[src/qsm_pkg.sv]
// Package for the quadrature speed meter.
// Holds event codes, register indexes, reset values and the speed scaling function.
// No dependencies.
package qsm_pkg;

  localparam int KIND_W     = 2;
  localparam int COUNT_W    = 16;
  localparam int TICK_W     = 8;
  localparam int SCALE_W    = 16;
  localparam int SPEED_W    = 8;
  localparam int CFG_DATA_W = 16;
  localparam int CFG_IDX_W  = 1;

  localparam logic [KIND_W-1:0] KIND_EDGE_A = 2'd0;
  localparam logic [KIND_W-1:0] KIND_EDGE_B = 2'd1;
  localparam logic [KIND_W-1:0] KIND_TICK   = 2'd2;

  localparam logic [CFG_IDX_W-1:0] REG_WINDOW_TICKS = 1'd0;
  localparam logic [CFG_IDX_W-1:0] REG_SCALE_Q16    = 1'd1;

  localparam logic [TICK_W-1:0]  WINDOW_TICKS_RST = 8'd4;
  localparam logic [SCALE_W-1:0] SCALE_Q16_RST    = 16'd41615;

  typedef logic signed [COUNT_W-1:0] count_t;
  typedef logic signed [SPEED_W-1:0] speed_t;

  // Scale a signed count by scale/65536, truncate toward zero, saturate to a signed byte.
  function automatic speed_t scale_speed(input count_t raw, input logic [SCALE_W-1:0] scale);
    logic                       neg;
    logic [COUNT_W-1:0]         mag;
    logic [COUNT_W+SCALE_W-1:0] prod;
    logic [COUNT_W-1:0]         scaled;
    logic [SPEED_W-1:0]         sat;
    neg    = raw[COUNT_W-1];
    mag    = neg ? (~raw + 16'd1) : raw;
    prod   = {{SCALE_W{1'b0}}, mag} * {{COUNT_W{1'b0}}, scale};
    scaled = prod[COUNT_W+SCALE_W-1:SCALE_W];
    if (neg) begin
      sat = (scaled > 16'd128) ? 8'd128 : scaled[SPEED_W-1:0];
      return speed_t'(~sat + 8'd1);
    end
    sat = (scaled > 16'd127) ? 8'd127 : scaled[SPEED_W-1:0];
    return speed_t'(sat);
  endfunction

endpackage

[src/qsm_in_if.sv]
// Request channel of the quadrature speed meter: one encoder edge or timer tick.
// Depends on qsm_pkg.
interface qsm_in_if import qsm_pkg::*; ();
  logic              valid;
  logic              ready;
  logic [KIND_W-1:0] kind;
  logic              level_a;
  logic              level_b;

  modport source (output valid, kind, level_a, level_b, input ready);
  modport sink   (input valid, kind, level_a, level_b, output ready);
endinterface

[src/qsm_out_if.sv]
// Result channel of the quadrature speed meter: speed, window status and pulse count.
// Depends on qsm_pkg.
interface qsm_out_if import qsm_pkg::*; ();
  logic   valid;
  logic   ready;
  speed_t speed_byte;
  logic   speed_new;
  logic   measuring;
  count_t pulse_count;

  modport source (output valid, speed_byte, speed_new, measuring, pulse_count, input ready);
  modport sink   (input valid, speed_byte, speed_new, measuring, pulse_count, output ready);
endinterface

[src/quadrature_speed_meter.sv]
// Top level of the quadrature speed meter: 4x decoder, tick-driven window and speed scaling.
// Depends on qsm_pkg, qsm_in_if and qsm_out_if.
//
// Each request (A edge, B edge or timer tick) yields exactly one result. A request is taken
// into an input register; from there its state update and result are computed in a
// single pass (decode step, tick compare, one 16x16 multiply with saturation) into the result
// register. Throughput is one request per cycle while the result side does not stall; the result
// register and the input register each hold a request while the result side stalls.
// Configuration writes take effect at once and are meant for idle periods.
module quadrature_speed_meter import qsm_pkg::*; (
  input  logic                  clk,
  input  logic                  rst,
  input  logic                  wr_en,
  input  logic [CFG_IDX_W-1:0]  wr_index,
  input  logic [CFG_DATA_W-1:0] wr_data,
  qsm_in_if.sink                item,
  qsm_out_if.source             result
);

  logic [TICK_W-1:0]  window_ticks;
  logic [SCALE_W-1:0] scale_q16;

  logic              s1_valid;
  logic [KIND_W-1:0] s1_kind;
  logic              s1_level_a;
  logic              s1_level_b;

  count_t            pulse_counter, pulse_counter_next;
  logic              saved_a, saved_a_next;
  logic              saved_b, saved_b_next;
  logic [TICK_W-1:0] tick_counter, tick_counter_next;
  logic              window_open, window_open_next;
  speed_t            speed_reg, speed_reg_next;
  logic              fresh;

  logic              advance;
  logic [TICK_W-1:0] limit;
  logic              dir_up;

  assign advance    = s1_valid && (!result.valid || result.ready);
  assign item.ready = !s1_valid || advance;

  always_ff @(posedge clk) begin
    if (rst) begin
      window_ticks <= WINDOW_TICKS_RST;
      scale_q16    <= SCALE_Q16_RST;
    end else if (wr_en) begin
      case (wr_index)
        REG_WINDOW_TICKS: window_ticks <= wr_data[TICK_W-1:0];
        REG_SCALE_Q16:    scale_q16    <= wr_data[SCALE_W-1:0];
        default: ;
      endcase
    end
  end

  always_ff @(posedge clk) begin
    if (rst) begin
      s1_valid <= 1'b0;
    end else if (item.ready) begin
      s1_valid <= item.valid;
    end
  end

  always_ff @(posedge clk) begin
    if (item.valid && item.ready) begin
      s1_kind    <= item.kind;
      s1_level_a <= item.level_a;
      s1_level_b <= item.level_b;
    end
  end

  assign limit = (window_ticks == '0) ? TICK_W'(1) : window_ticks;

  always_comb begin
    pulse_counter_next = pulse_counter;
    saved_a_next       = saved_a;
    saved_b_next       = saved_b;
    tick_counter_next  = tick_counter;
    window_open_next   = window_open;
    speed_reg_next     = speed_reg;
    fresh              = 1'b0;
    dir_up             = 1'b0;
    case (s1_kind)
      KIND_EDGE_A: begin
        dir_up             = saved_a ^ saved_b;
        pulse_counter_next = dir_up ? pulse_counter + 16'sd1 : pulse_counter - 16'sd1;
        saved_a_next       = s1_level_a;
      end
      KIND_EDGE_B: begin
        saved_b_next       = s1_level_b;
        dir_up             = saved_a ^ s1_level_b;
        pulse_counter_next = dir_up ? pulse_counter + 16'sd1 : pulse_counter - 16'sd1;
      end
      KIND_TICK: begin
        if (tick_counter == limit) begin
          tick_counter_next = TICK_W'(1);
          window_open_next  = !window_open;
          if (!window_open) begin
            pulse_counter_next = '0;
          end else begin
            speed_reg_next = scale_speed(pulse_counter, scale_q16);
            fresh          = 1'b1;
          end
        end else begin
          tick_counter_next = tick_counter + TICK_W'(1);
        end
      end
      default: ;
    endcase
  end

  always_ff @(posedge clk) begin
    if (rst) begin
      pulse_counter <= '0;
      saved_a       <= 1'b0;
      saved_b       <= 1'b0;
      tick_counter  <= '0;
      window_open   <= 1'b0;
      speed_reg     <= '0;
    end else if (advance) begin
      pulse_counter <= pulse_counter_next;
      saved_a       <= saved_a_next;
      saved_b       <= saved_b_next;
      tick_counter  <= tick_counter_next;
      window_open   <= window_open_next;
      speed_reg     <= speed_reg_next;
    end
  end

  always_ff @(posedge clk) begin
    if (rst) begin
      result.valid <= 1'b0;
    end else if (advance) begin
      result.valid <= 1'b1;
    end else if (result.ready) begin
      result.valid <= 1'b0;
    end
  end

  always_ff @(posedge clk) begin
    if (advance) begin
      result.speed_byte  <= speed_reg_next;
      result.speed_new   <= fresh;
      result.measuring   <= window_open_next;
      result.pulse_count <= pulse_counter_next;
    end
  end

endmodule
[src/flat_wrapper.sv]
// flat-port wrapper written by rule: the top's interface ports become plain ports
module quadrature_speed_meter_flat import qsm_pkg::*;
  (clk, rst, wr_en, wr_index, wr_data, item_valid, item_kind, item_level_a, item_level_b, item_ready, result_valid, result_speed_byte, result_speed_new, result_measuring, result_pulse_count, result_ready);
  qsm_in_if item_i ();
  qsm_out_if result_i ();
  input  logic clk;
  input  logic rst;
  input  logic wr_en;
  input  logic [CFG_IDX_W-1:0] wr_index;
  input  logic [CFG_DATA_W-1:0] wr_data;
  input wire logic [$bits(item_i.valid)-1:0] item_valid;
  input wire logic [$bits(item_i.kind)-1:0] item_kind;
  input wire logic [$bits(item_i.level_a)-1:0] item_level_a;
  input wire logic [$bits(item_i.level_b)-1:0] item_level_b;
  output wire logic [$bits(item_i.ready)-1:0] item_ready;
  output wire logic [$bits(result_i.valid)-1:0] result_valid;
  output wire logic [$bits(result_i.speed_byte)-1:0] result_speed_byte;
  output wire logic [$bits(result_i.speed_new)-1:0] result_speed_new;
  output wire logic [$bits(result_i.measuring)-1:0] result_measuring;
  output wire logic [$bits(result_i.pulse_count)-1:0] result_pulse_count;
  input wire logic [$bits(result_i.ready)-1:0] result_ready;
  assign item_i.valid = item_valid;
  assign item_i.kind = item_kind;
  assign item_i.level_a = item_level_a;
  assign item_i.level_b = item_level_b;
  assign item_ready = item_i.ready;
  assign result_valid = result_i.valid;
  assign result_speed_byte = result_i.speed_byte;
  assign result_speed_new = result_i.speed_new;
  assign result_measuring = result_i.measuring;
  assign result_pulse_count = result_i.pulse_count;
  assign result_i.ready = result_ready;
  quadrature_speed_meter u_core (.clk(clk), .rst(rst), .wr_en(wr_en), .wr_index(wr_index), .wr_data(wr_data), .item(item_i), .result(result_i));
endmodule
[config.mk]
export PLATFORM = sky130hd
export DESIGN_NAME = quadrature_speed_meter_flat
export DESIGN_NICKNAME = d
export VERILOG_FILES = /design/src/qsm_pkg.sv /design/src/qsm_in_if.sv /design/src/qsm_out_if.sv /design/src/quadrature_speed_meter.sv /design/src/flat_wrapper.sv
export SDC_FILE = /design/constraint.sdc
export NUM_CORES = 1
export LEC_CHECK = 0
export ABC_AREA = 0
export BUFFER_PORTS_ARGS = -buffer_cell sky130_fd_sc_hd__buf_2
export CAP_MARGIN = 20
export CORE_UTILIZATION = 43
export CTS_BUF_LIST = sky130_fd_sc_hd__clkbuf_16
export DETAILED_ROUTE_END_ITERATION = 8
export PLACE_DENSITY = 0.56
export SETUP_SLACK_MARGIN = 0.2
export SLEW_MARGIN = 20
export SYNTH_ARGS = -nofsm -noshare
export SYNTH_HDL_FRONTEND = slang
export SYNTH_SLANG_ARGS = --single-unit
export TNS_END_PERCENT = 1
[constraint.sdc]
create_clock -name clk -period 27.8 [get_ports clk]
set_input_delay 2.78 -clock clk [delete_from_list [all_inputs] [get_ports clk]]
set_output_delay 2.78 -clock clk [all_outputs]
set_load 0.02 [all_outputs]
Word-level counts from Yosys, hierarchy flattened
Cells that the tools add are included.
W data, S select, Z words.
{"block": "word_totals", "reg_bits": 91, "input_bits": 26, "output_inout_bits": 28, "word_cells": 73}
{"block": "classes", "add_sub_neg": 5, "multipliers": 1, "order_cmp": 2, "eq_ne": 3, "mux": 24, "bitwise_logic": 5, "reduce_logical": 16}
{"cell": "$mux W16", "n": 5}
{"cell": "$mux W8", "n": 9}
{"cell": "$pmux W16 S3", "n": 1}
{"cell": "$mul A16 B16 Y32", "n": 1}
{"cell": "$add A16 B1 Y16 const B", "n": 1}
{"cell": "$add A16 B2 Y16 const B", "n": 1}
{"cell": "$add A8 B1 Y8 const B", "n": 2}
{"cell": "$gt A16 B7 Y1 const B", "n": 1}
{"cell": "$gt A16 B8 Y1 const B", "n": 1}
{"cell": "$not A16 Y16", "n": 1}
{"cell": "$sub A16 B2 Y16 const B", "n": 1}
{"cell": "$reduce_and A2 Y1", "n": 6}
{"cell": "$mux W1", "n": 9}
{"cell": "$eq A8 B8 Y1", "n": 1}
{"cell": "$logic_not A8 Y1", "n": 1}
{"cell": "$not A8 Y8", "n": 1}
{"cell": "$logic_not A1 Y1", "n": 3}
{"cell": "$eq A2 B1 Y1 const B", "n": 1}
{"cell": "$eq A2 B2 Y1 const B", "n": 1}
{"cell": "$logic_and A1 B1 Y1", "n": 2}
{"cell": "$logic_not A2 Y1", "n": 1}
{"cell": "$logic_or A1 B1 Y1", "n": 2}
{"cell": "$reduce_bool A2 Y1", "n": 1}
{"cell": "$xor A1 B1 Y1", "n": 2}
{"cell": "$not A1 Y1", "n": 1}

Longest topological paths before layout
Gate-level depths: netlist of the first run.
{"block": "depth", "ltp_word": 13, "ltp_mapped": 36, "mapped_depth_nobuf": 33}

Worst setup path before layout of the first run
Ideal clock, no wire load.
{"block": "synth_path", "kind": "register to register", "startpoint": "register u_core.pulse_counter[7]", "endpoint": "register u_core.result.speed_byte[4], data pin", "setup_time_ns": 0.254, "arrival_ns": 8.800, "t_required_ns": 27.546, "path_slack_ns": 18.746, "path_stages_with_launch": 35, "path_buffers": 3, "synth_period_minus_slack_ns": 9.054, "path_cell_list": "dfxtp_1 > clkbuf_1 > or3_1 > or2_2 > or3_1 > or3_1 > nand2_1 > xnor2_1 > clkbuf_1 > nand2_1 > fa_1 > fa_1 > inv_1 > fa_1 > fa_1 > fa_1 > inv_1 > fa_1 > inv_1 > ha_1 > nand2_1 > nor4_2 > o211ai_2 > a2111oi_4 > or3b_1 > nand4b_1 > a2111oi_4 > and2_4 > buf_6 > nand2_1 > ha_1 > nand3b_1 > o21ai_0 > a211oi_1 > a21o_1"}
{"block": "synth_via", "elab_chain_cells": 13, "elab_cells_between_ends": 15, "classes_between": "2 x add/sub; 1 x mul; 2 x order compare; 8 x mux; 2 x bitwise"}
{"item": "start: declaration", "line": "quadrature_speed_meter.sv:28", "rtl": "count_t pulse_counter, pulse_counter_next;"}
{"item": "start signal: assignment", "line": "quadrature_speed_meter.sv:121", "rtl": "pulse_counter <= pulse_counter_next;"}
{"item": "$not A16 Y16", "line": "qsm_pkg.sv:35", "rtl": "mag = neg ? (~raw + 16'd1) : raw;"}
{"item": "$add A16 B1 Y16", "line": "qsm_pkg.sv:35"}
{"item": "$mux W16 (*)", "line": "qsm_pkg.sv:35"}
{"item": "$mul A16 B16 Y32 (*)", "line": "qsm_pkg.sv:36", "rtl": "prod = {{SCALE_W{1'b0}}, mag} * {{COUNT_W{1'b0}}, scale};"}
{"item": "$gt A16 B8 Y1", "line": "qsm_pkg.sv:39", "rtl": "sat = (scaled > 16'd128) ? 8'd128 : scaled[SPEED_W-1:0];"}
{"item": "$mux W8", "line": "qsm_pkg.sv:39"}
{"item": "$not A8 Y8", "line": "qsm_pkg.sv:40", "rtl": "return speed_t'(~sat + 8'd1);"}
{"item": "$add A8 B1 Y8", "line": "qsm_pkg.sv:40"}
{"item": "$mux W8", "line": "qsm_pkg.sv:38", "rtl": "if (neg) begin"}
{"item": "$mux W8 (*)", "line": "qsm_pkg.sv:42", "rtl": "sat = (scaled > 16'd127) ? 8'd127 : scaled[SPEED_W-1:0];"}
{"item": "$mux W8 (*)", "line": "quadrature_speed_meter.sv:98", "rtl": "if (!window_open) begin"}
{"item": "$mux W8 (*)", "line": "quadrature_speed_meter.sv:95", "rtl": "if (tick_counter == limit) begin"}
{"item": "$mux W8 (*)", "line": "quadrature_speed_meter.sv:83", "rtl": "case (s1_kind)"}
{"item": "named net u_core.speed_reg_next[4]", "line": "quadrature_speed_meter.sv:33", "rtl": "speed_t speed_reg, speed_reg_next;"}
{"item": "end signal: assignment", "line": "quadrature_speed_meter.sv:142", "rtl": "result.speed_byte <= speed_reg_next;"}
{"item": "end: declaration", "line": "qsm_out_if.sv:11", "rtl": "modport source (output valid, speed_byte, speed_new, measuring, pulse_count, input ready);"}
The timed path passes the listed nets; every way through them passes the cells marked *. The select of a mux whose other input is x is not followed.
A chain may end at the register's enable or synchronous reset.

Final worst setup path of the first run
{"block": "layout_path", "startpoint": "register u_core.pulse_counter[6]", "endpoint": "register u_core.result.speed_byte[2], data pin"}
The elaborated chain is that of the path after synthesis.

==> results of run 1 <==
cells by family (layout without fill, tap and decap cells):
family / Yosys count / count (layout) / synth area share [%]
AOI/OAI and AO/OA: 211 / 211 / 10.6
xor gates and xnor gates: 46 / 46 / 3.05
adders and majority gates: 299 / 299 / 39.3
buffers and inverters: 343 / 351 / 9.82
DFF: 91 / 91 / 16.1
muxes: 11 / 11 / 0.861
and+or+nand+nor: 568 / 568 / 20.3
layout by cell type, fill, tap and decap left out, types with 12 or more instances in the layout:
master    instances
ha_1            106
xnor2_1          20
nand3_1          13
nand2_1         273
nor2_1           73
nand4_1          18
fa_1            193
a22o_1           12
and2_1          102
nand3b_1         15
buf_2            53
o21ai_0          47
nor3_1           19
buf_4            18
inv_1           261
xor2_1           19
edfxtp_1         30
a21oi_1          72
dfxtp_1          61
power by group through the flow:
stage	logic (mW)	clock network (mW)	registers (mW)
finish	0.533	0.132	0.158
floorplan	0.403	0	0.154
global route	0.614	0.140	0.159
detailed placement	0.529	0	0.161
global placement	0.529	0	0.161
CTS	0.534	0.136	0.158
worst max path at each step:
stage / start / endpoint / slack, ps / depth (start not counted)
global placement: u_core.pulse_counter[6]$_SDFFE_PP0P_ / u_core.result.speed_byte[2]$_DFFE_PP_ / 18340 / 31
floorplan: u_core.pulse_counter[7]$_SDFFE_PP0P_ / u_core.result.speed_byte[4]$_DFFE_PP_ / 18750 / 34
finish: u_core.pulse_counter[6]$_SDFFE_PP0P_ / u_core.result.speed_byte[2]$_DFFE_PP_ / 18100 / 31
detailed placement: u_core.pulse_counter[6]$_SDFFE_PP0P_ / u_core.result.speed_byte[2]$_DFFE_PP_ / 18170 / 31
CTS: u_core.pulse_counter[6]$_SDFFE_PP0P_ / u_core.result.speed_byte[2]$_DFFE_PP_ / 18150 / 31
global route: u_core.pulse_counter[6]$_SDFFE_PP0P_ / u_core.result.speed_byte[2]$_DFFE_PP_ / 17560 / 32
worst max-delay path, delay by kind of cell (launching register included):
kind | cells | cell delay [ps]
compound gates | 5 | 1320
xor+xnor | 1 | 360
simple gates | 14 | 3430
fa+ha+maj | 8 | 3670
flops | 1 | 470
buf+inv | 3 | 160
routing by layer:
layer | vias to the layer above | part of all wire (%) | GRT usage (%)
met5 | - | 0 | 0
met4 | 0 | 1.1 | 4.31
met3 | 30 | 3.4 | 3.56
met2 | 184 | 46 | 35.0
met1 | 5273 | 50 | 32.0
li1 | 4978 | - | -
per-stage QoR:
| step | utilization (%) | setup slack, ps |
|---|---|---|
| CTS | 47.3 | 18150 |
| floorplan | - | 18750 |
| finish | 47.4 | 18100 |
| global route | 47.4 | 17560 |
| global placement | 46.3 | 18340 |
| detailed placement | 46.3 | 18170 |
area by class of cell:
| class | instances | area share, % |
|---|---|---|
| well taps | 390 | 3.44 |
| clock inverters | 6 | 0.476 |
| multi-input cells | 1135 | 69.6 |
| flip-flops and latches | 91 | 15.0 |
| repair buffers | 71 | 2.82 |
| clock buffers | 10 | 1.76 |
| inverters | 264 | 6.98 |
==> summary.txt, run 1 <==
Detailed routing
  – Via count: around 10000
  – DRC viols: 0
  – DRT iter0 DRCs: around 670
  – ANT nets after route: 0
  – Wire per inst: around 16 µm
  – Drt first pass iters: 5
  – Routed WL: approximately 32000 µm
  – DR vias/cell: ~5.3

Worst setup path
  – Critical path's slowest cell: fa_1
  – CP Max Fanout: 16
  – Critical Path Sink Type: register
  – Reg-to-Reg Start: u_core.pulse_counter[6]$_SDFFE_PP0P_
  – Worst r2r dst: u_core.result.speed_byte[2]$_DFFE_PP_
  – Critical Path Start Type: register
  – Arrival @ worst endpoint: slightly below 10000 ps
  – Worst Path Class, Setup: register to register
  – Critical path required time: ~28000 ps
  – Worst path most repeated cell: fa_1
  – Worst reg-to-reg path cell count: 31
  – R2R Setup Slk: 18100 ps
  – Max incr delay on CP: approximately 550 ps

Finish
  – Non-filler instance count after layout: slightly below 2000
  – Post-Layout Inst Area: around 0.014 mm²
  – Final #Nets: about 1900
  – Antenna cells: 0
  – Share of layout cells above drive strength 1: 7.80%
  – Sequential cell area: around 0.0021 mm²
  – Multi-input gate area: 0.00987 mm²
  – Final-layout fill cell count: 2968
  – Largest regs: u_core.pulse_counter: 16 flops, u_core.result.pulse_count: 16 flops, u_core.scale_q16: 16 flops
  – Area growth syn-to-layout: 7.34%

Run status
  – Status: complete, no violations

Synth
  – Mapped Avg Cell Area: 8.43 µm²
  – Synth top area cells: fa_1 (29%), ha_1 (10%), dfxtp_1 (9.2%)
  – Async SR Flop Fraction: 0%
  – Top FF cell, synth: dfxtp_1
  – Sequential area share after synthesis: ~16%
  – Top-area cell type share of the netlist area: between 20 and 30%
  – Top post-synthesis cells by count: nand2_1 (273), inv_1 (261), fa_1 (193), ha_1 (106), and2_1 (102)
  – Count leader, synth: nand2_1
  – Syn Inst Count: about 1600
  – Syn_nets: roughly 1900
  – Number of enable flip-flop cells after synthesis: 30
  – Post-synthesis instance area: about 0.013 mm²
  – Area leader, netlist: fa_1
  – Synth Register Bits: 91
  – Yosys warns: 0
  – Synth cell types: slightly below 70

Floorplan
  – # rows: 63
  – Die H: roughly 180 µm
  – DIE WIDTH: around 180 µm
  – Starting density of the core: 44.1%
  – Placeable Area: around 0.03 mm²
  – Die Area: between 0.03 and 0.04 mm²
  – Ports: 54

Timing
  – Setup TNS: 0 ps
  – Period utilization: between 30% and 40%
  – Final Hold Vio Count: 0
  – Minimum clock period: approximately 9700 ps
  – Max-slew violations: 0
  – Rel. slew slack: approximately a third
  – Setup Skew: around 10 ps
  – Final setup violation count: 0
  – Worst-Margin Slew: 1020 ps
  – WHS: about 460 ps
  – FMAX: 103 MHz
  – RSZ-0062 raised after global routing: no

Clock tree
  – Postcts setup bufs: 0
  – Total CTS buffers: 9
  – Root Driver: clkbuf_16
  – Longest Clk Path Bufs: 2
  – Worst-path clk slew: around 70 ps
  – Post-CTS Hold Buffers: 0
  – H-tree Lvls: 3
  – Clock latency on the worst-skew pair: 360 ps
  – Resize count post-CTS: 0
  – Clock sinks: between 90 and 100
  – CTS tree: yes

Power
  – Sw frac: about half
  – Clk pwr share: 16.0%
  – Total chip power: between 0.8 and 0.9 mW
  – Peak VDD IR: ~0.000032 V
  – Switching Power: roughly 0.41 mW
  – Leak: 6.60 nW
  – PwrDens: ~58 mW/mm²
  – Comb pwr share: 64.8%
  – Seq pwr share: roughly a fifth
  – Internal: between 0.4 and 0.5 mW

Global routing
  – Initial antenna violation count: 0
  – All-Layer GR Usage: between 20 and 25%
  – Vias in the first global route: 10481
  – First-pass GRT wire length: 54700 µm
  – Total gr overflow: 0
  – Pin count of the biggest net entering global routing: 59

Place
  – Final GP Congestion: slightly below 0.9
  – DP HPWL: roughly 25000 µm
  – Instance area after placement: 0.0139 mm²
  – Port Buffers: between 50 and 60
  – Placed cells: 1951

Min path
  – Hold Path Stages: 2
  – Hold EP: u_core.speed_reg[1]$_SDFFE_PP0P_
  – Min-delay worst type: register to register
  – Min-delay src: u_core.speed_reg[1]$_SDFFE_PP0P_

Job
  – Max Cap Viol: 0
(Power assumes the default switching activity.)
==> run 2, diff against run 1 <==
- clock period: 27.8 -> 9.15 ns (I/O delays scaled with it)
==> summary.txt, run 2 (synthesis gave the netlist of run 1 again) <==
Worst setup path
  – Critical path's slowest cell: fa_1
  – Arrival @ worst endpoint: 8770 ps (-1010 ps)
  – Critical Path Sink Type: register
  – Max incr delay on CP: 570 ps (+20 ps)
  – Worst path most repeated cell: fa_1
  – Worst Path Class, Setup: register to register
  – Worst reg-to-reg path cell count: 32 (+3.2%)
  – CP Max Fanout: 8 (-8)
  – Critical path required time: 9260 ps (-18620 ps)
  – Critical Path Start Type: register

Detailed routing
  – ANT nets after route: 0 (unchanged)
  – DRC viols: 0 (unchanged)
  – Routed WL: 33300 µm (+2.8%)
  – DR vias/cell: 5.28 (-0.78%)
  – Via count: 10579 (+1.1%)
  – Wire per inst: 16.6 µm (+0.93%)
  – DRT iter0 DRCs: 612 (-8.1%)
  – Drt first pass iters: 5 (unchanged)

Place
  – DP HPWL: 26500 µm (+5.0%)
  – Pre-CTS setup slack: -62.6 ps (-18230 ps)
  – Final GP Congestion: 0.877 (-1.3%)
  – Port Buffers: 53 (unchanged)
  – Placed cells: 1972 (+1.1%)

Finish
  – Largest regs: u_core.pulse_counter: 16 flops, u_core.result.pulse_count: 16 flops, u_core.scale_q16: 16 flops
  – Commonest non-fill, non-tap cell in the layout: nand2_1
  – Share of layout cells above drive strength 1: 12.1% (+4.3 points)
  – Final #Nets: 1934 (+2.0%)
  – Sequential cell area: 0.00212 mm² (about the same)
  – Non-filler instance count after layout: 2004 (+1.9%)
  – Antenna cells: 0 (unchanged)
  – Multi-input gate area: 0.0101 mm² (+2.4%)
  – Most frequent cells in the layout: nand2_1 (265), inv_1 (262), fa_1 (192)
  – Final-layout fill cell count: 2947 (-0.71%)
  – Area growth syn-to-layout: 11.4%

Global routing
  – First-pass GRT wire length: 56100 µm (+2.5%)
  – Initial antenna violation count: 0 (unchanged)
  – Total gr overflow: 0 (unchanged)
  – Pin count of the biggest net entering global routing: 59 (unchanged)
  – Vias in the first global route: 10682 (+1.9%)
  – All-Layer GR Usage: 22.6% (+0.48 points)

Timing
  – Final Hold Vio Count: 0 (unchanged)
  – Max-slew violations: 0 (unchanged)
  – FMAX: 115 MHz (+12%)
  – Worst-Margin Slew: 1020 ps (+1.37 ps)
  – Setup ws final: 488 ps (-17610 ps)
  – Final setup violation count: 0 (unchanged)
  – Period utilization: 94.7% (+60 points)
  – Setup Skew: 8.66 ps (-1.43 ps)
  – RSZ-0062 raised after global routing: no
  – Rel. slew slack: 31.8% (about the same)
  – Minimum clock period: 8660 ps (-1040 ps)

Clock tree
  – Longest Clk Path Bufs: 2 (unchanged)
  – CTS tree: yes
  – Clock latency on the worst-skew pair: 360 ps (about the same)
  – Worst-path clk slew: 70 ps (about the same)
  – Post-CTS Hold Buffers: 0 (unchanged)
  – H-tree Lvls: 3 (unchanged)
  – Total CTS buffers: 9 (unchanged)
  – Root Driver: clkbuf_16
  – Clock sinks: 91 (unchanged)

Job
  – Max Cap Viol: 0 (unchanged)

Min path
  – Min-delay worst type: register to register
  – Hold Path Stages: 2 (unchanged)

Floorplan
  – Starting density of the core: 44.1% (unchanged)
  – Die H: 177 µm (unchanged)
  – # rows: 63 (unchanged)
  – DIE WIDTH: 177 µm (unchanged)
  – Die Area: 0.0314 mm² (unchanged)
  – Ports: 54 (unchanged)
  – Placeable Area: 0.0300 mm² (unchanged)

Power
  – Peak VDD IR: 0.000124 V (+290%)
  – Clk pwr share: 13.9% (-2.1 points)
  – Switching Power: 1.35 mW (+230%)
  – PwrDens: 185 mW/mm² (+220%)
  – Comb pwr share: 68.7% (+3.9 points)
  – Leak: 6.78 nW (+2.8%)
  – Seq pwr share: 17.4% (-1.8 points)
  – Sw frac: 49.6% (-0.55 points)
  – Internal: 1.37 mW (+230%)

Run status
  – Status: complete, no violations
## run 2: power by group through the flow
stage	logic, mW	registers [mW]	clock network (mW)
after detailed placement	1.66	0.482	0
final	1.87	0.475	0.377
after floorplan	1.22	0.467	0
after global placement	1.64	0.481	0
after CTS	1.69	0.473	0.384
after global routing	2.12	0.478	0.398
## run 2: routing by layer
layer	share of wire, %	vias up	GRT usage (%)
li1	-	5043	-
met1	50	5313	33.9
met2	45	200	35.0
met3	3.7	23	2.70
met4	1.1	0	4.59
met5	0	-	0
## run 2: stage by stage
stage                     TNS (ps)  instance area (µm²)  utilization, %  total power, mW  hold slack (ps)
final                            0                14700            49.1             2.72              456
after global routing             0                14700            49.1             3.00              476
after CTS                        0                14300            47.7             2.54              460
after detailed placement     -84.2                14000            46.6             2.14              450
after global placement           0                14000            46.6             2.13              439
after floorplan                  0                13200               -             1.69              429
## run 2: final cells by class
| class | instances | area share [%] |
|---|---|---|
| Clock inverter | 7 | 0.459 |
| Clock buffer | 9 | 1.53 |
| Multi-Input combinational cell | 1135 | 68.7 |
| Timing Repair Buffer | 108 | 4.87 |
| Tap cell | 390 | 3.31 |
| Sequential cell | 91 | 14.4 |
| Inverter | 264 | 6.73 |
## run 2: critical path, delay by kind of cell, from the launching register on
kind	cells	cell delay (ps)
fa+ha+maj	8	3510
simple gates	13	2930
compound gates	6	1230
flops	1	310
buf+inv	4	270
xor+xnor	1	120
## run 2: repair_timing
action,4_1_cts,5_1_grt
buffers inserted,2,14
gates resized for setup,5,72
pin swaps,1,39
endpoints found under the setup margin,8,11
## run 2: final timing paths
path,start,endpoint,slack (ps)
max,u_core.pulse_counter[6]$_SDFFE_PP0P_,u_core.result.speed_byte[4]$_DFFE_PP_,490
min,u_core.speed_reg[1]$_SDFFE_PP0P_,u_core.speed_reg[1]$_SDFFE_PP0P_,460
max reg2reg,u_core.pulse_counter[6]$_SDFFE_PP0P_,u_core.result.speed_byte[4]$_DFFE_PP_,490
min reg2reg,u_core.speed_reg[1]$_SDFFE_PP0P_,u_core.speed_reg[1]$_SDFFE_PP0P_,460
==> run 3, diff against run 2 <==
- ABC_AREA: 0 -> 1
- BUFFER_PORTS_ARGS: -buffer_cell sky130_fd_sc_hd__buf_2 -> -buffer_cell sky130_fd_sc_hd__clkbuf_2
==> summary.txt, run 3 <==
Synth
  – Synth Area in Adders: 37.9% (-1.4 points)
  – Synth cell types: 55 (-20%)
  – Top post-synthesis cells by count: inv_1 (414), nand2_1 (381), nor2_1 (236), fa_1 (193), ha_1 (106)
  – Yosys warns: 0 (unchanged)
  – Count leader, synth: inv_1
  – Post-synthesis instance area: 0.0137 mm² (+3.7%)
  – Largest family of logic cells by synthesized area: adder cells
  – Synth top area cells: fa_1 (28%), inv_1 (11%), nand2_1 (10%)
  – Post-synthesis mux area share: 0% (-0.86 points)
  – Simple-Gate Fraction of Synth Area: 21.9% (+1.6 points)
  – Top-area cell type share of the netlist area: 28.2% (-1.0 points)
  – Syn Inst Count: 1848 (+18%)
  – Area leader, netlist: fa_1
  – Synth Area in Compound Gates: 9.39% (-1.2 points)
  – Synth Register Bits: 91 (unchanged)
  – Top FF cell, synth: dfxtp_1
  – Mapped Avg Cell Area: 7.42 µm² (-12%)
  – Synth Area in XOR/XNOR: 1.96% (-1.1 points)
  – Number of enable flip-flop cells after synthesis: 30 (unchanged)
  – Sequential area share after synthesis: 15.5% (-0.57 points)
  – Syn_nets: 2173 (+15%)
  – Async SR Flop Fraction: 0% (unchanged)

Worst setup path
  – Worst Path Class, Setup: register to register
  – Crit path launch: u_core.pulse_counter[0]$_SDFFE_PP0P_
  – Max incr delay on CP: 600 ps (+30 ps)
  – CP Max Fanout: 9 (+1)
  – Reg-to-Reg Start: u_core.pulse_counter[0]$_SDFFE_PP0P_
  – Critical Path Sink Type: register
  – Critical path required time: 9260 ps (about the same)
  – Critical path's slowest cell: fa_1
  – Arrival @ worst endpoint: 8450 ps (-320 ps)
  – Worst path most repeated cell: inv_1
  – CP delay by family, top: adder cells
  – Critical Path Start Type: register
  – Buffers and inverters on the worst path: 13 (+9)

Timing
  – Max-slew violations: 0 (unchanged)
  – Worst-Margin Slew: 1030 ps (+10.3 ps)
  – Final setup violation count: 0 (unchanged)
  – FMAX: 120 MHz (+3.9%)
  – Period utilization: 91.1% (-3.6 points)
  – Final Hold Vio Count: 0 (unchanged)
  – RSZ-0062 raised after global routing: no
  – Setup Skew: 10.3 ps (+1.64 ps)
  – Minimum clock period: 8340 ps (-326 ps)
  – Setup TNS: 0 ps (unchanged)
  – WHS: 516 ps (+60.2 ps)
  – Setup ws final: 814 ps (+326 ps)
  – Rel. slew slack: 31.0% (-0.86 points)

Floorplan
  – # rows: 65 (+3.2%)
  – Ports: 54 (unchanged)
  – Starting density of the core: 43.5% (-0.58 points)
  – Die Area: 0.0326 mm² (+3.6%)
  – Die H: 181 µm (+1.8%)
  – Placeable Area: 0.0315 mm² (+5.1%)
  – DIE WIDTH: 181 µm (+1.8%)

Global routing
  – Total gr overflow: 0 (unchanged)
  – All-Layer GR Usage: 26.6% (+4.0 points)
  – Vias in the first global route: 12213 (+14%)
  – M2 GR Usage: 45.5% (+10 points)
  – Met3 GRT Util: 4.04% (+1.3 points)
  – Pin count of the biggest net entering global routing: 43 (-27%)
  – Met1 GRT Util: 35.0% (+1.1 points)
  – Grt peak-use layer: met2
  – First-pass GRT wire length: 66900 µm (+19%)
  – Initial antenna violation count: 0 (unchanged)

Power
  – PwrDens: 310 mW/mm² (+68%)
  – Sw frac: 59.6% (+10 points)
  – Leak: 7.60 nW (+12%)
  – Peak VDD IR: 0.000404 V (+230%)
  – Total chip power: 4.59 mW (+68%)
  – Internal: 1.85 mW (+35%)
  – Clk pwr share: 9.0% (-4.9 points)
  – Comb pwr share: 80.5% (+12 points)
  – Seq pwr share: 10.5% (-6.9 points)
  – Switching Power: 2.73 mW (+100%)

Clock tree
  – H-tree Lvls: 3 (unchanged)
  – Worst-path clk slew: 70 ps (about the same)
  – Clock sinks: 91 (unchanged)
  – Post-CTS Hold Buffers: 0 (unchanged)
  – Clock latency on the worst-skew pair: 350 ps (about the same)
  – Longest Clk Path Bufs: 2 (unchanged)
  – Total CTS buffers: 9 (unchanged)
  – Root Driver: clkbuf_16
  – CTS tree: yes

Place
  – Pre-CTS setup slack: 406 ps (+469 ps)
  – Final GP Congestion: 0.955 (+8.9%)
  – DP HPWL: 32900 µm (+24%)
  – Instance area after placement: 0.0144 mm² (+3.2%)
  – Port Buffers: 53 (unchanged)

Finish
  – Post-Layout Inst Area: 0.0148 mm² (+0.51%)
  – Final #Nets: 2210 (+14%)
  – Commonest non-fill, non-tap cell in the layout: inv_1
  – Share of layout cells above drive strength 1: 7.72% (-4.4 points)
  – Most frequent cells in the layout: inv_1 (411), nand2_1 (380), nor2_1 (235)
  – Area growth syn-to-layout: 7.94%
  – Antenna cells: 0 (unchanged)
  – Largest regs: u_core.pulse_counter: 16 flops, u_core.result.pulse_count: 16 flops, u_core.scale_q16: 16 flops

Detailed routing
  – DR vias/cell: 5.11 (-3.2%)
  – ANT nets after route: 0 (unchanged)
  – Drt first pass iters: 6 (+1)
  – Routed WL: 40600 µm (+22%)
  – DRC viols: 0 (unchanged)
  – DRT iter0 DRCs: 698 (+14%)
  – Via count: 11714 (+11%)
  – Wire per inst: 17.7 µm (+6.6%)

Min path
  – Min-delay worst type: register to register
  – Min-delay src: u_core.saved_a$_SDFFE_PP0P_

Job
  – Max Cap Viol: 0 (unchanged)

Run status
  – Status: complete, no violations
==> run 3: cell count changes in the layout (fill, tap and decap cells not counted), sizes merged, moves of 11 or more <==
| cell | delta |
|---|---|
| nor2b | -11 |
| inv | +157 |
| clkbuf | +53 |
| and2 | -103 |
| o21ai | +35 |
| nor2 | +169 |
| nand2 | +115 |
| nand3b | -12 |
| xnor2 | -16 |
| buf | -81 |
| nand3 | +48 |
| a22o | -12 |
==> run 3: power by group through the flow <==
| stage | logic, mW | registers [mW] | clock network [mW] |
|---|---|---|---|
| floorplan | 2.54 | 0.475 | 0 |
| global placement | 3.64 | 0.489 | 0 |
| detailed placement | 3.65 | 0.490 | 0 |
| CTS | 3.68 | 0.481 | 0.421 |
| global route | 4.22 | 0.485 | 0.438 |
| finish | 3.69 | 0.481 | 0.412 |
==> run 3: path summary, 6_finish.rpt <==
path / slack (ps) / cells after the start / to
max: 810 / 46 / u_core.result.speed_byte[6]$_DFFE_PP_
min: 520 / 2 / u_core.saved_a$_SDFFE_PP0P_
max reg2reg: 810 / 46 / u_core.result.speed_byte[6]$_DFFE_PP_
min reg2reg: 520 / 2 / u_core.saved_a$_SDFFE_PP0P_
==> run 3: cell type report <==
| type | count | area [µm²] |
|---|---|---|
| multi-input cells | 1277 | 9760 |
| clock buffers | 9 | 225 |
| clock inverters | 7 | 98.8 |
| inverters | 426 | 1610 |
| repair buffers | 80 | 480 |
| fillers | 3211 | 16700 |
| well taps | 402 | 503 |
| flip-flops and latches | 91 | 2120 |
==> run 3: repair_timing <==
| action | in CTS | in global routing |
|---|---|---|
| setup endpoints to repair | 0 | 12 |
| setup buffers | 0 | 5 |
| gates resized for setup | 0 | 7 |
==> run 3: logic make-up after synthesis <==
group	after synthesis
compound gates	216
xor+xnor	29
fa+ha+maj	299
buf+inv	480
flops	91
simple gates	733
==> run 3: stage by stage <==
stage	cells	util, %
after global routing	2292	47.0
after global placement	2271	45.8
after floorplan	1848	-
after detailed placement	2271	45.8
after CTS	2287	46.8
final	2292	47.0
==> run 3: layer usage <==
metal,up-vias,part of all wire [%]
met5,-,0
met4,0,2.7
met3,68,5.3
met2,309,48
met1,5627,44
li1,5710,-
==> run 3: worst reg2reg max path, delay by kind of cell, from the launching register on <==
family          cells  cell delay, ps
fa+ha+maj           9            3930
simple gates       22            2390
buf+inv            13            1050
flops               1             510
compound gates      2             220
